===== src/bsvgh_pkg.sv =====
// Shared types, constants and helper functions for the bicubic spline block.
// Used by bsvgh_ctrl, bsvgh_dpath and the top level.
// No dependencies.
package bsvgh_pkg;

   localparam int SAMPLE_W = 16;
   localparam int FRAC_W   = 16;
   localparam int INV_W    = 16;
   localparam int INV_FRAC = 8;
   localparam int DATA_W   = 56;
   localparam int STORE_W  = 48;
   localparam int OUT_W    = 32;
   localparam int SPLIT_W  = 28;
   localparam int MUL_W    = SPLIT_W + 1;
   localparam int PROD_W   = MUL_W + INV_W + 1;
   localparam int ACC_W    = 74;
   localparam int NROW     = 4;
   localparam int NRES     = 6;
   localparam int CSR_IDX_W = 1;

   localparam logic [INV_W-1:0] INV_RESET = 16'd256;

   localparam logic [CSR_IDX_W-1:0] CSR_INV_DX_X = 1'b0;
   localparam logic [CSR_IDX_W-1:0] CSR_INV_DX_Y = 1'b1;

   // datapath operations
   localparam logic [4:0] OP_NOP      = 5'd0;
   localparam logic [4:0] OP_LOAD_ROW = 5'd1;
   localparam logic [4:0] OP_LOAD_COL = 5'd2;
   localparam logic [4:0] OP_DIFF     = 5'd3;
   localparam logic [4:0] OP_R        = 5'd4;
   localparam logic [4:0] OP_S        = 5'd5;
   localparam logic [4:0] OP_R3       = 5'd6;
   localparam logic [4:0] OP_MLO      = 5'd7;
   localparam logic [4:0] OP_MHI      = 5'd8;
   localparam logic [4:0] OP_A        = 5'd9;
   localparam logic [4:0] OP_T        = 5'd10;
   localparam logic [4:0] OP_V        = 5'd11;
   localparam logic [4:0] OP_C        = 5'd12;
   localparam logic [4:0] OP_CS       = 5'd13;
   localparam logic [4:0] OP_D        = 5'd14;
   localparam logic [4:0] OP_ROWST    = 5'd15;
   localparam logic [4:0] OP_KEEP     = 5'd16;
   localparam logic [4:0] OP_SCALE    = 5'd17;
   localparam logic [4:0] OP_OUT      = 5'd18;

   // multiplier operand source
   localparam logic [1:0] SRC_R   = 2'd0;
   localparam logic [1:0] SRC_X   = 2'd1;
   localparam logic [1:0] SRC_RES = 2'd2;

   // multiplier coefficient select
   localparam logic [1:0] MS_FRACX = 2'd0;
   localparam logic [1:0] MS_FRACY = 2'd1;
   localparam logic [1:0] MS_INVX  = 2'd2;
   localparam logic [1:0] MS_INVY  = 2'd3;

   localparam logic [4:0] CUBIC_LAST = 5'd19;
   localparam logic [2:0] SCALE_LAST = 3'd7;

   typedef struct packed {
      logic signed [SAMPLE_W-1:0] sample_0;
      logic signed [SAMPLE_W-1:0] sample_1;
      logic signed [SAMPLE_W-1:0] sample_2;
      logic signed [SAMPLE_W-1:0] sample_3;
      logic [FRAC_W-1:0]          frac_x;
      logic [FRAC_W-1:0]          frac_y;
   } req_type;

   typedef struct packed {
      logic signed [OUT_W-1:0] value;
      logic signed [OUT_W-1:0] grad_x;
      logic signed [OUT_W-1:0] grad_y;
      logic signed [OUT_W-1:0] hess_xx;
      logic signed [OUT_W-1:0] hess_xy;
      logic signed [OUT_W-1:0] hess_yy;
   } rsp_type;

   typedef struct packed {
      logic [4:0] op;
      logic [1:0] src;
      logic [2:0] arg;
      logic [1:0] msel;
      logic [1:0] row;
   } cmd_type;

   typedef struct packed {
      logic rsp_busy;
   } stat_type;

   typedef struct packed {
      logic [4:0] op;
      logic [1:0] src;
   } step_type;

   typedef struct packed {
      logic [2:0] dst;
      logic       inv_y;
   } scale_type;

   // one cubic evaluation: value, slope and curvature
   function automatic step_type cubic_step(input logic [4:0] idx);
      step_type st;
      st.src = SRC_X;
      case (idx)
         5'd0:  st.op = OP_DIFF;
         5'd1:  st.op = OP_R;
         5'd2:  st.op = OP_S;
         5'd3:  begin st.op = OP_MLO; st.src = SRC_R; end
         5'd4:  begin st.op = OP_MHI; st.src = SRC_R; end
         5'd5:  st.op = OP_A;
         5'd6:  st.op = OP_MLO;
         5'd7:  st.op = OP_MHI;
         5'd8:  st.op = OP_T;
         5'd9:  st.op = OP_MLO;
         5'd10: st.op = OP_MHI;
         5'd11: st.op = OP_V;
         5'd12: st.op = OP_R3;
         5'd13: st.op = OP_MLO;
         5'd14: st.op = OP_MHI;
         5'd15: st.op = OP_C;
         5'd16: st.op = OP_CS;
         5'd17: st.op = OP_MLO;
         5'd18: st.op = OP_MHI;
         5'd19: st.op = OP_D;
         default: st.op = OP_NOP;
      endcase
      return st;
   endfunction

   // derivative scaling: x first, then y for mixed terms
   function automatic scale_type scale_entry(input logic [2:0] idx);
      scale_type se;
      case (idx)
         3'd0: se = '{dst: 3'd1, inv_y: 1'b0};
         3'd1: se = '{dst: 3'd2, inv_y: 1'b1};
         3'd2: se = '{dst: 3'd3, inv_y: 1'b0};
         3'd3: se = '{dst: 3'd3, inv_y: 1'b0};
         3'd4: se = '{dst: 3'd4, inv_y: 1'b0};
         3'd5: se = '{dst: 3'd4, inv_y: 1'b1};
         3'd6: se = '{dst: 3'd5, inv_y: 1'b1};
         default: se = '{dst: 3'd5, inv_y: 1'b1};
      endcase
      return se;
   endfunction

   function automatic logic signed [STORE_W-1:0] sat_store(input logic signed [DATA_W-1:0] x);
      logic signed [STORE_W-1:0] y;
      if ((&x[DATA_W-1:STORE_W-1]) || !(|x[DATA_W-1:STORE_W-1]))
         y = x[STORE_W-1:0];
      else if (x[DATA_W-1])
         y = {1'b1, {(STORE_W-1){1'b0}}};
      else
         y = {1'b0, {(STORE_W-1){1'b1}}};
      return y;
   endfunction

   // Q.16 store to Q16.16 output: no shift, saturate only
   function automatic logic signed [OUT_W-1:0] sat_out(input logic signed [STORE_W-1:0] x);
      logic signed [OUT_W-1:0] y;
      if ((&x[STORE_W-1:OUT_W-1]) || !(|x[STORE_W-1:OUT_W-1]))
         y = x[OUT_W-1:0];
      else if (x[STORE_W-1])
         y = {1'b1, {(OUT_W-1){1'b0}}};
      else
         y = {1'b0, {(OUT_W-1){1'b1}}};
      return y;
   endfunction

endpackage


===== src/bsvgh_ctrl.sv =====
// Controller: sequences the row pass, the three column passes, the
// derivative scaling and the output transfer. Depends on bsvgh_pkg.
module bsvgh_ctrl import bsvgh_pkg::*; (
   input  logic     clock,
   input  logic     reset,
   input  logic     req_valid,
   output logic     req_ready,
   input  stat_type stat,
   output cmd_type  cmd
);

   localparam logic [2:0] ST_IDLE  = 3'd0;
   localparam logic [2:0] ST_CUBIC = 3'd1;
   localparam logic [2:0] ST_ROWST = 3'd2;
   localparam logic [2:0] ST_LOADC = 3'd3;
   localparam logic [2:0] ST_KEEP  = 3'd4;
   localparam logic [2:0] ST_SCALE = 3'd5;
   localparam logic [2:0] ST_OUT   = 3'd6;

   logic [2:0] state_ff, state_in;
   logic [4:0] step_ff, step_in;
   logic [1:0] row_ff, row_in;
   logic [1:0] col_ff, col_in;
   logic       colph_ff, colph_in;
   logic [2:0] sj_ff, sj_in;
   logic [1:0] sub_ff, sub_in;
   step_type   st;
   scale_type  se;

   always_comb begin
      state_in = state_ff;
      step_in = step_ff;
      row_in = row_ff;
      col_in = col_ff;
      colph_in = colph_ff;
      sj_in = sj_ff;
      sub_in = sub_ff;
      req_ready = 1'b0;
      st = cubic_step(step_ff);
      se = scale_entry(sj_ff);
      cmd.op = OP_NOP;
      cmd.src = SRC_X;
      cmd.arg = {1'b0, col_ff};
      cmd.msel = colph_ff ? MS_FRACX : MS_FRACY;
      cmd.row = row_ff;
      case (state_ff)
         ST_IDLE: begin
            req_ready = 1'b1;
            if (req_valid) begin
               cmd.op = OP_LOAD_ROW;
               step_in = '0;
               colph_in = 1'b0;
               state_in = ST_CUBIC;
            end
         end
         ST_CUBIC: begin
            cmd.op = st.op;
            cmd.src = st.src;
            if (step_ff == CUBIC_LAST)
               state_in = colph_ff ? ST_KEEP : ST_ROWST;
            else
               step_in = step_ff + 5'd1;
         end
         ST_ROWST: begin
            cmd.op = OP_ROWST;
            if (row_ff == 2'(NROW - 1)) begin
               row_in = '0;
               col_in = '0;
               colph_in = 1'b1;
               state_in = ST_LOADC;
            end else begin
               row_in = row_ff + 2'd1;
               state_in = ST_IDLE;
            end
         end
         ST_LOADC: begin
            cmd.op = OP_LOAD_COL;
            step_in = '0;
            state_in = ST_CUBIC;
         end
         ST_KEEP: begin
            cmd.op = OP_KEEP;
            if (col_ff == 2'd2) begin
               sj_in = '0;
               sub_in = '0;
               state_in = ST_SCALE;
            end else begin
               col_in = col_ff + 2'd1;
               state_in = ST_LOADC;
            end
         end
         ST_SCALE: begin
            cmd.src = SRC_RES;
            cmd.arg = se.dst;
            cmd.msel = se.inv_y ? MS_INVY : MS_INVX;
            case (sub_ff)
               2'd0: begin
                  cmd.op = OP_MLO;
                  sub_in = 2'd1;
               end
               2'd1: begin
                  cmd.op = OP_MHI;
                  sub_in = 2'd2;
               end
               default: begin
                  cmd.op = OP_SCALE;
                  sub_in = 2'd0;
                  if (sj_ff == SCALE_LAST)
                     state_in = ST_OUT;
                  else
                     sj_in = sj_ff + 3'd1;
               end
            endcase
         end
         ST_OUT: begin
            // wait until the previous result has been transferred
            if (!stat.rsp_busy) begin
               cmd.op = OP_OUT;
               state_in = ST_IDLE;
            end
         end
         default: state_in = ST_IDLE;
      endcase
   end

   always_ff @(posedge clock) begin
      if (reset) begin
         state_ff <= ST_IDLE;
         step_ff <= '0;
         row_ff <= '0;
         col_ff <= '0;
         colph_ff <= 1'b0;
         sj_ff <= '0;
         sub_ff <= '0;
      end else begin
         state_ff <= state_in;
         step_ff <= step_in;
         row_ff <= row_in;
         col_ff <= col_in;
         colph_ff <= colph_in;
         sj_ff <= sj_in;
         sub_ff <= sub_in;
      end
   end

endmodule


===== config.mk =====
export PLATFORM = sky130hd
export DESIGN_NAME = bsvgh_ctrl
export DESIGN_NICKNAME = d
export VERILOG_FILES = /design/src/bsvgh_pkg.sv /design/src/bsvgh_ctrl.sv
export SDC_FILE = /design/constraint.sdc
export NUM_CORES = 1
export LEC_CHECK = 0
export BUFFER_PORTS_ARGS = -buffer_cell sky130_fd_sc_hd__buf_2
export CORE_ASPECT_RATIO = 0.6
export CORE_MARGIN = 4
export CORE_UTILIZATION = 35
export DETAILED_ROUTE_END_ITERATION = 12
export GPL_TIMING_DRIVEN = 1
export PLACE_DENSITY = 0.56
export SETUP_SLACK_MARGIN = 0.5
export SYNTH_ARGS = -nofsm -noshare
export SYNTH_HDL_FRONTEND = slang
export SYNTH_SLANG_ARGS = --single-unit

===== constraint.sdc =====
create_clock -name clock -period 2.3 [get_ports clock]
set_input_delay 0.46 -clock clock [delete_from_list [all_inputs] [get_ports clock]]
set_output_delay 0.46 -clock clock [all_outputs]
set_load 0.03 [all_outputs]

==> results.yml, run 1 <==
floorplan:
  design.die.area_mm2: 0.00550
  io_pins: 19
  initial_utilization: 0.367
  die_w_um: 93.1
  core-area_mm2: 0.00414
  std_cell_rows: 18
  die_h_um: 59.1
cts:
  postCtsHoldBufs: 0
  cts.htree.levels: 1
  cts.sinks: 18
  clk_pin_slew_ps: 80
  cts_tree: "built"
  clockRootBuffer: "clkbuf_8"
  cts_made_buffers: 3
  clock_latency_ps: 260
  clockBufferDepth: 2
synthesis:
  ys_ff_latch: 18
  synth.top_cell.area_share: 0.237
  synth_common_cells: "29 x nor2_1, 21 x nand2_1, 18 x dfxtp_1"
  yosys.cell_types.count: 50
  async_reset_ff_frac: 0
  synthFlopType: "dfxtp_1"
  synth_warnings: 0
  synth_cells: 207
  syn_nets: 224
  ys_seq_area_frac: 0.237
  synth_top_area_cell: "dfxtp_1"
  syn_area_per_cell_um2: 7.34
  yosysMostFrequentCell: "nor2_1"
  synth_area_leaders: "dfxtp_1 24%, ha_1 11%, nor2_1 7.2%"
  synth-edff-count: 0
  syn-cell-area_mm2: 0.00152
placement:
  port_buffers: 18
  finalWeightedCongestion: 0.865
  hpwl_um: 3170
  dp_cells: 279
sta:
  tightest_slew_ps: 382
  setup_violations: 0
  hold_viol: 0
  fin_crit_sh: 0.986
  maxSlewViolCount: 0
  fin_worst_skew_ps: 1.88
  holdWs_ps: 467
  min_period_ps: 2270
  rsz0062_at_grt: "true"
  fmax_ghz: 0.441
  slew_headroom: 0.745
worst_setup_path:
  critPathRequiredTime_ps: 1840
  crit_path_top_delay_cell: "dfxtp_4"
  crit_arrival_ps: 1810
  cp_max_fo: 7
  path_cells: "inv_4 > ha_4 > and3b_1 > a31oi_1 > o31ai_1 > o31ai_2 > nand3_2 > buf_6"
  critPathMaxStageDelay_ps: 390
  end_kind: "output pin"
  startpoint_type: "register"
  critPathKind: "reg -> out"
layout:
  nFillCells: 402
  fin_nets: 255
  antenna_cells: 0
  area_growth_pct: 43.5
  final_cells: 296
  drive_gt1_frac: 0.436
route:
  ant_nets: 0
  firstDrtPassIters: 4
  wl_met2_um: 1800
  drc: 0
  vias_per_cell: 5.37
  wl_um: 4600
  detail_route.wl_per_cell_um: 15.5
  drt_iter0_markers: 81
  m1WireLength_um: 2430
  met3_length_um: 334
  vias: 1590
  highest-signal-layer: "met4"
grt:
  grtUsageTotal: 0.177
  grt_pass1_wl_um: 7510
  grt.overflow.total: 0
  grt_max_degree: 24
  grt_pass1_vias: 1424
  antenna_found_initial: 0
power:
  peakVddDrop_uv: 178
  powerDensity_mw_per_mm2: 372
  p_leak_nw: 0.858
outcome:
  outcome: "finished clean"
min_path:
  hold_class: "reg -> reg"
job:
  maxCapViolCount: 0
[flip-flops by register name, indices dropped and copies added, names as in the netlist]
| signal | count |
|---|---|
| col_ff | 2 |
| sub_ff | 2 |
| step_ff | 5 |
| colph_ff | 1 |
| state_ff | 3 |
| row_ff | 2 |
| sj_ff | 3 |
[critical path, delay by kind of cell (launching register included)]
kind            cells  cell delay, ps
flops               1             390
fa+ha+maj           1             180
simple gates        2             250
buf+inv             2             210
compound gates      3             520
[area by class of cell]
cell class / instances / area, um2 / area share
Clock buffer: 3 / 41.3 / 0.0189
Inverter: 12 / 57.6 / 0.0264
Sequential cell: 18 / 383 / 0.175
Tap cell: 60 / 75.1 / 0.0344
Timing Repair Buffer: 39 / 330 / 0.151
Multi-Input combinational cell: 164 / 1290 / 0.593
[cell usage in the layout, fill, tap and decap left out, drive strengths merged, types with 5 or more instances in the layout]
cell    synthesis  final
inv            12     11
o21ai          15     15
a21oi          19     19
nand3          10     10
nor2b           5      5
nor2           31     31
dfxtp          18     18
buf            10     39
o211ai          5      5
ha             13     13
nand2          22     22
[power by group]
group          total (mW)  leakage (nW)  switching [mW]  internal, mW
clock               0.237        0.0216           0.121         0.117
sequential          0.336         0.152          0.0169         0.320
combinational       0.237         0.685           0.147        0.0907
total               0.811         0.858           0.284         0.527
[worst paths after layout]
path | from | endpoint | slack (ps) | cells past startpoint
hold / removal | col_ff[0]$_SDFFE_PP0P_ | col_ff[0]$_SDFFE_PP0P_ | 470 | 2
setup / recovery | step_ff[1]$_SDFFE_PP0P_ | cmd[11] | 30 | 8
hold reg to reg | col_ff[0]$_SDFFE_PP0P_ | col_ff[0]$_SDFFE_PP0P_ | 470 | 2
setup reg to reg | sj_ff[1]$_SDFFE_PP0P_ | sj_ff[2]$_SDFFE_PP0P_ | 580 | 8
[cells by family (layout without fill, tap and decap cells)]
kind of cell               Yosys count  after routing  share of synthesized area
adders and majority gates           13             13                      0.107
and+or+nand+nor                     84             84                      0.272
buffers and inverters               25             54                     0.0815
muxes                                1              1                    0.00658
DFF                                 18             18                      0.237
AOI/OAI and AO/OA                   63             63                      0.278
xor gates and xnor gates             3              3                     0.0173
[stage by stage]
stage	cell area (um2)	power [mW]	setup slack (ps)	TNS, ps	util
CTS	2100	0.814	39.1	0	0.506
global placement	1770	0.568	267	0	0.426
global route	2180	0.851	-40.4	-80.2	0.527
detailed placement	1770	0.565	265	0	0.426
finish	2180	0.811	32.7	0	0.527
floorplan	1630	0.507	391	0	-
[per-layer routing]
metal  up-vias  global-route usage
li1        795                   -
met1       736               0.285
met2        55               0.234
met3         4              0.0393
met4         0              0.0376
met5         -                   0
[repair_timing]
action,4_1_cts,5_1_grt
setup endpoints to repair,13,14
setup buffers,11,3
resized for setup,54,20
pin swaps,16,6
Power figures use the tool's default switching activity.
==> run 2: changes to the inputs <==
Settings changed: ABC_AREA from default to 1, HOLD_SLACK_MARGIN from default to 0.03, SETUP_SLACK_MARGIN 0.5 to 0.4.
==> run 2 against run 1 <==
Power grew 140%. Hold slack improved by 28 ps. Die area shrank 0.66%. Clock skew increased by 5.1 ps. Global-route usage is 1.1 points lower. Combinational power grew to 5.1 times the previous value. Non-clock buffer count grew 1. Via count grew 6.9%. Register-to-register slack better by 150 ps. Routed wire length decreased by 3.6%. Count of clock-buffer cells in the layout rose by 1.
==> results.yml, run 2 <==
sta:
  hold_viol: 0
  fin_worst_skew_ps: 6.94
  fin_crit_sh: 0.916
  fmax_ghz: 0.474
  slew_headroom: 0.785
  min_period_ps: 2110
  tightest_slew_ps: 320
  rsz0062_at_grt: "true"
  maxSlewViolCount: 0
  setup_violations: 0
  setup-tns-final_ps: 0
synthesis:
  ys_seq_area_frac: 0.239
  synth_top_area_cell: "dfxtp_1"
  syn_area_per_cell_um2: 6.21
  async_reset_ff_frac: 0
  synth_warnings: 0
  ys_ff_latch: 18
  yosys.cell_types.count: 29
  syn-cell-area_mm2: 0.00151
  yosysMostFrequentCell: "nand2_1"
  synth.top_cell.area_share: 0.239
  syn_nets: 260
  synthFlopType: "dfxtp_1"
  synth_common_cells: "63 x nand2_1, 28 x nor2_1, 27 x inv_1"
  synth-edff-count: 0
  synth_cells: 243
  synth_area_leaders: "dfxtp_1 24%, nand2_1 16%, ha_1 11%"
min_path:
  hold_class: "reg -> reg"
  hold_path_depth: 2
power:
  peakVddDrop_uv: 344
  p_leak_nw: 1.01
  powerDensity_mw_per_mm2: 905
  power.total_mw: 1.93
worst_setup_path:
  crit_arrival_ps: 1650
  critPathRequiredTime_ps: 1840
  end_kind: "output pin"
  worstReg2RegStart: "sj_ff[0]$_SDFFE_PP0P_"
  critPathKind: "reg -> out"
  r2r_end: "sj_ff[2]$_SDFFE_PP0P_"
  cp-endpoint: "cmd[11]"
  cp_max_fo: 4
  startpoint: "step_ff[1]$_SDFFE_PP0P_"
  reg2reg_setup_slack_ps: 730
  startpoint_type: "register"
  rr_worst_depth: 7
route:
  ant_nets: 0
  detail_route.wl_per_cell_um: 13.0
  wl_um: 4430
  vias_per_cell: 4.98
  firstDrtPassIters: 4
  drc: 0
  vias: 1699
  drt_iter0_markers: 152
layout:
  final_common_cell: "nand2_1"
  area_growth_pct: 41.5
  regArea_um2: 388
  drive_gt1_frac: 0.388
  antenna_cells: 0
  reg_top3: "step_ff x5, sj_ff x3, state_ff x3"
  largest_reg_flops: 5
  fin_nets: 299
  post-route-cell-area_mm2: 0.00213
  multi_input_area_mm2: 0.00117
  nFillCells: 392
  layout_common_cells: "58 x nand2_1, 22 x buf_4, 20 x nor2_1"
  top_register: "step_ff"
floorplan:
  core-area_mm2: 0.00412
  io_pins: 19
  die_h_um: 58.9
  std_cell_rows: 18
  design.die.area_mm2: 0.00546
  die_w_um: 92.8
  initial_utilization: 0.366
placement:
  port_buffers: 18
  place_area_mm2: 0.00166
  finalWeightedCongestion: 0.935
  hpwl_um: 3190
grt:
  grt.overflow.total: 0
  grt_pass1_wl_um: 7150
  antenna_found_initial: 0
  grt_max_degree: 14
  grtUsageTotal: 0.166
  grt_pass1_vias: 1456
cts:
  cts_made_buffers: 3
  cts_tree: "built"
  clock_latency_ps: 260
  clockRootBuffer: "clkbuf_8"
  clockBufferDepth: 2
  clk_pin_slew_ps: 60
  cts.sinks: 18
  cts.htree.levels: 1
outcome:
  outcome: "finished clean"
job:
  maxCapViolCount: 0
==> run 2: cell types whose count changed in the layout (fill, tap and decap cells not counted), sizes merged, moves of 3 or more <==
cell and delta:
nor2b -5, nand4 +5, a31oi -3, nand2b -3
or3 -4, o31ai -3, nand2 +44, inv +20
nand3 +14, o211ai -4
==> run 2: layout make-up <==
cell class,count,share of cell area
inverter,32,0.0574
multi-input combinational,187,0.550
timing repair buffer,40,0.150
sequential,18,0.182
clock buffer,4,0.0258
tap,60,0.0352
==> run 2: timing repair <==
action,in CTS,in global routing
setup endpoints to repair,10,10
pin swaps,14,12
buffers inserted,9,10
hold buffers,0,0
hold endpoints to repair,0,0
gates resized for setup,64,20
==> run 2: report_power, final <==
part,leakage (nW),switching (mW),internal [mW],total (mW)
sequential,0.153,0.0767,0.377,0.454
clock,0.0288,0.108,0.152,0.260
combinational,0.824,0.757,0.462,1.22
==> run 2: critical path, cell delays in order (launching register included) <==
cell	delay, ps
dfxtp_4	370
ha_4	180
inv_2	60
nor2_2	40
ha_2	160
inv_2	60
nand3_2	60
nor2_2	100
nand3_1	100
nand2_1	80
nand2_1	60
buf_6	140
==> run 2: cells by family after synthesis <==
group           count (synthesis)  share of synthesized area
compound gates                 40                      0.147
flops                          18                      0.239
xor+xnor                        1                    0.00581
buf+inv                        38                      0.105
fa+ha+maj                      13                      0.108
simple gates                  133                      0.396
==> run 2: worst min-delay path by stage <==
stage                                start                      to  slack (ps)
floorplan           sub_ff[1]$_SDFFE_PP0P_  sub_ff[1]$_SDFFE_PP0P_         460
global placement    sub_ff[1]$_SDFFE_PP0P_  sub_ff[1]$_SDFFE_PP0P_         480
detailed placement  row_ff[1]$_SDFFE_PP0P_  row_ff[1]$_SDFFE_PP0P_         480
CTS                 sub_ff[1]$_SDFFE_PP0P_  sub_ff[1]$_SDFFE_PP0P_         490
global route        row_ff[1]$_SDFFE_PP0P_  row_ff[1]$_SDFFE_PP0P_         540
finish              row_ff[1]$_SDFFE_PP0P_  row_ff[1]$_SDFFE_PP0P_         500
==> run 2: metal layers <==
layer | part of all wire | track usage | vias up
met2 | 0.39 | 0.216 | 63
li1 | - | - | 868
met4 | 0.0043 | 0.0188 | 0
met3 | 0.096 | 0.0473 | 4
met1 | 0.51 | 0.268 | 764
met5 | 0 | 0 | -
==> run 2: stage by stage <==
stage | hold slack (ps) | utilization | worst slack (ps) | instances
final | 495 | 0.518 | 192 | 341
after global routing | 541 | 0.518 | 67.3 | 341
after CTS | 491 | 0.482 | 205 | 331
after detailed placement | 478 | 0.404 | 269 | 318
after global placement | 484 | 0.404 | 212 | 318
after floorplan | 463 | - | 411 | 243
==> run 3: changes to the inputs <==
Settings changed: ABC_AREA 1 to 0, HOLD_SLACK_MARGIN 0.03 to default, PLACE_DENSITY 0.56 to 0.62.
==> run 3 against run 2 <==
The flow now finishes with violations (setup timing). Critical path type unchanged. Global-route usage shrank 0.10 points. Combinational power decreased by 79%. Via count down 6.3%. Die area up 0.66%. Critical endpoint unchanged. Worst setup slack worse by 210 ps. Flip-flop and latch count unchanged.
==> results.yml, run 3 (synthesis gave the netlist of run 1 again) <==
worst_setup_path:
  critPathKind: "reg -> out"
  cp_max_fo: 5
  critPathMaxStageDelay_ps: 380
  crit_arrival_ps: 1860
  crit_family: "compound AO/OA/AOI/OAI gates"
  path_cells: "inv_4 > ha_4 > and3b_1 > a31oi_2 > o31ai_2 > o31ai_2 > nand3_2 > buf_6"
  critPathRequiredTime_ps: 1840
  cp_common_cell: "o31ai_2"
  rr_worst_depth: 6
  startpoint_type: "register"
  crit_path_top_delay_cell: "dfxtp_4"
  critPathBufInv: 2
  end_kind: "output pin"
  path_depth: 8
sta:
  fmax_ghz: 0.431
  fin_worst_skew_ps: 1.92
  tightest_slew_ps: 350
  min_period_ps: 2320
  slew_headroom: 0.764
  fin_crit_sh: 1.01
  setup-tns-final_ps: -19.3
  rsz0062_at_grt: "true"
  setup_ws_ps: -19.3
  hold_viol: 0
  maxSlewViolCount: 0
  holdWs_ps: 472
  setup_violations: 1
placement:
  dp_worst_setup_slack_ps: 209
  port_buffers: 18
  hpwl_um: 3000
  finalWeightedCongestion: 0.887
  place_area_mm2: 0.00173
outcome:
  outcome: "finished, violations left"
  violations: "setup timing"
grt:
  antenna_found_initial: 0
  grt_pass1_vias: 1460
  grt_max_degree: 24
  grt.overflow.total: 0
  grtUsageTotal: 0.165
  grt_pass1_wl_um: 7210
cts:
  clock_latency_ps: 260
  cts_tree: "built"
  cts_made_buffers: 3
  clockBufferDepth: 2
  cts.sinks: 18
  cts.htree.levels: 1
  clk_pin_slew_ps: 70
  clockRootBuffer: "clkbuf_8"
layout:
  final_common_cell: "nor2_1"
  area_growth_pct: 40.7
  post-route-cell-area_mm2: 0.00214
  antenna_cells: 0
  nFillCells: 393
  drive_gt1_frac: 0.414
  regArea_um2: 383
  top_register: "step_ff"
  fin_nets: 255
  multi_input_area_mm2: 0.00127
  layout_common_cells: "23 x nor2_1, 22 x buf_4, 21 x nand2_1"
  largest_reg_flops: 5
  reg_top3: "step_ff x5, sj_ff x3, state_ff x3"
route:
  vias: 1592
  drt_iter0_markers: 151
  drc: 0
  ant_nets: 0
  detail_route.wl_per_cell_um: 15.2
  wl_um: 4520
  vias_per_cell: 5.36
  firstDrtPassIters: 5
floorplan:
  initial_utilization: 0.367
  io_pins: 19
  die_h_um: 59.1
  std_cell_rows: 18
  core-area_mm2: 0.00414
  design.die.area_mm2: 0.00550
  die_w_um: 93.1
min_path:
  hold_path_depth: 2
  hold_class: "reg -> reg"
power:
  power.total_mw: 0.853
  powerDensity_mw_per_mm2: 399
  p_leak_nw: 0.854
  peakVddDrop_uv: 286
job:
  maxCapViolCount: 0
-- run 3: changes by cell type in the layout (fill, tap and decap cells not counted), moves of 4 or more --
cell / before / now
nand2_1: 58 / 21
inv_1: 19 / 5
nand3_1: 19 / 8
inv_2: 11 / 4
nand2_2: 7 / 0
nor2_2: 9 / 3
nand4_1: 6 / 1
o21ai_0: 5 / 10
nor2b_1: 0 / 4
o211ai_1: 1 / 5
-- run 3: worst paths after layout --
check                                             start                     end  slack [ps]
worst max-delay path            step_ff[1]$_SDFFE_PP0P_                 cmd[11]         -20
worst min-delay path             sub_ff[0]$_SDFFE_PP0P_  sub_ff[0]$_SDFFE_PP0P_         470
worst min register to register   sub_ff[0]$_SDFFE_PP0P_  sub_ff[0]$_SDFFE_PP0P_         470
worst max register to register    sj_ff[1]$_SDFFE_PP0P_   sj_ff[2]$_SDFFE_PP0P_         630
-- run 3: metrics by stage --
| stage | utilization | cells |
|---|---|---|
| detailed placement | 0.418 | 278 |
| global route | 0.516 | 297 |
| floorplan | - | 207 |
| global placement | 0.418 | 278 |
| finish | 0.516 | 297 |
| CTS | 0.479 | 291 |
-- run 3: layout make-up --
cell class | count | area share
Tap cell | 60 | 0.0351
Sequential cell | 18 | 0.179
Inverter | 12 | 0.0246
Timing Repair Buffer | 39 | 0.140
Multi-Input combinational cell | 164 | 0.595
Clock buffer | 4 | 0.0257
-- run 3: worst min-delay path: cells and delay by family, from the launching register on --
family | cells | cell delay (ps)
DFF | 1 | 320
and+or+nand+nor | 1 | 60
AOI/OAI and AO/OA | 1 | 50
-- run 3: metal layers --
| metal | track usage | vias up | part of all wire |
|---|---|---|---|
| li1 | - | 796 | - |
| met1 | 0.265 | 714 | 0.50 |
| met5 | 0 | - | 0 |
| met3 | 0.0279 | 4 | 0.083 |
| met2 | 0.224 | 78 | 0.41 |
| met4 | 0.0376 | 0 | 0.0062 |
-- run 3: where the power goes --
part | switching, mW | internal (mW) | leakage, nW | total (mW)
Sequential | 0.0150 | 0.319 | 0.151 | 0.334
Combinational | 0.156 | 0.103 | 0.674 | 0.259
Clock | 0.108 | 0.152 | 0.0288 | 0.260
Total | 0.278 | 0.575 | 0.854 | 0.853
-- run 3: timing repair --
action | CTS | global route
pin swaps | 16 | 14
hold buffers | 0 | 0
buffers inserted | 9 | 6
resized for setup | 42 | 28
setup endpoints to repair | 9 | 10
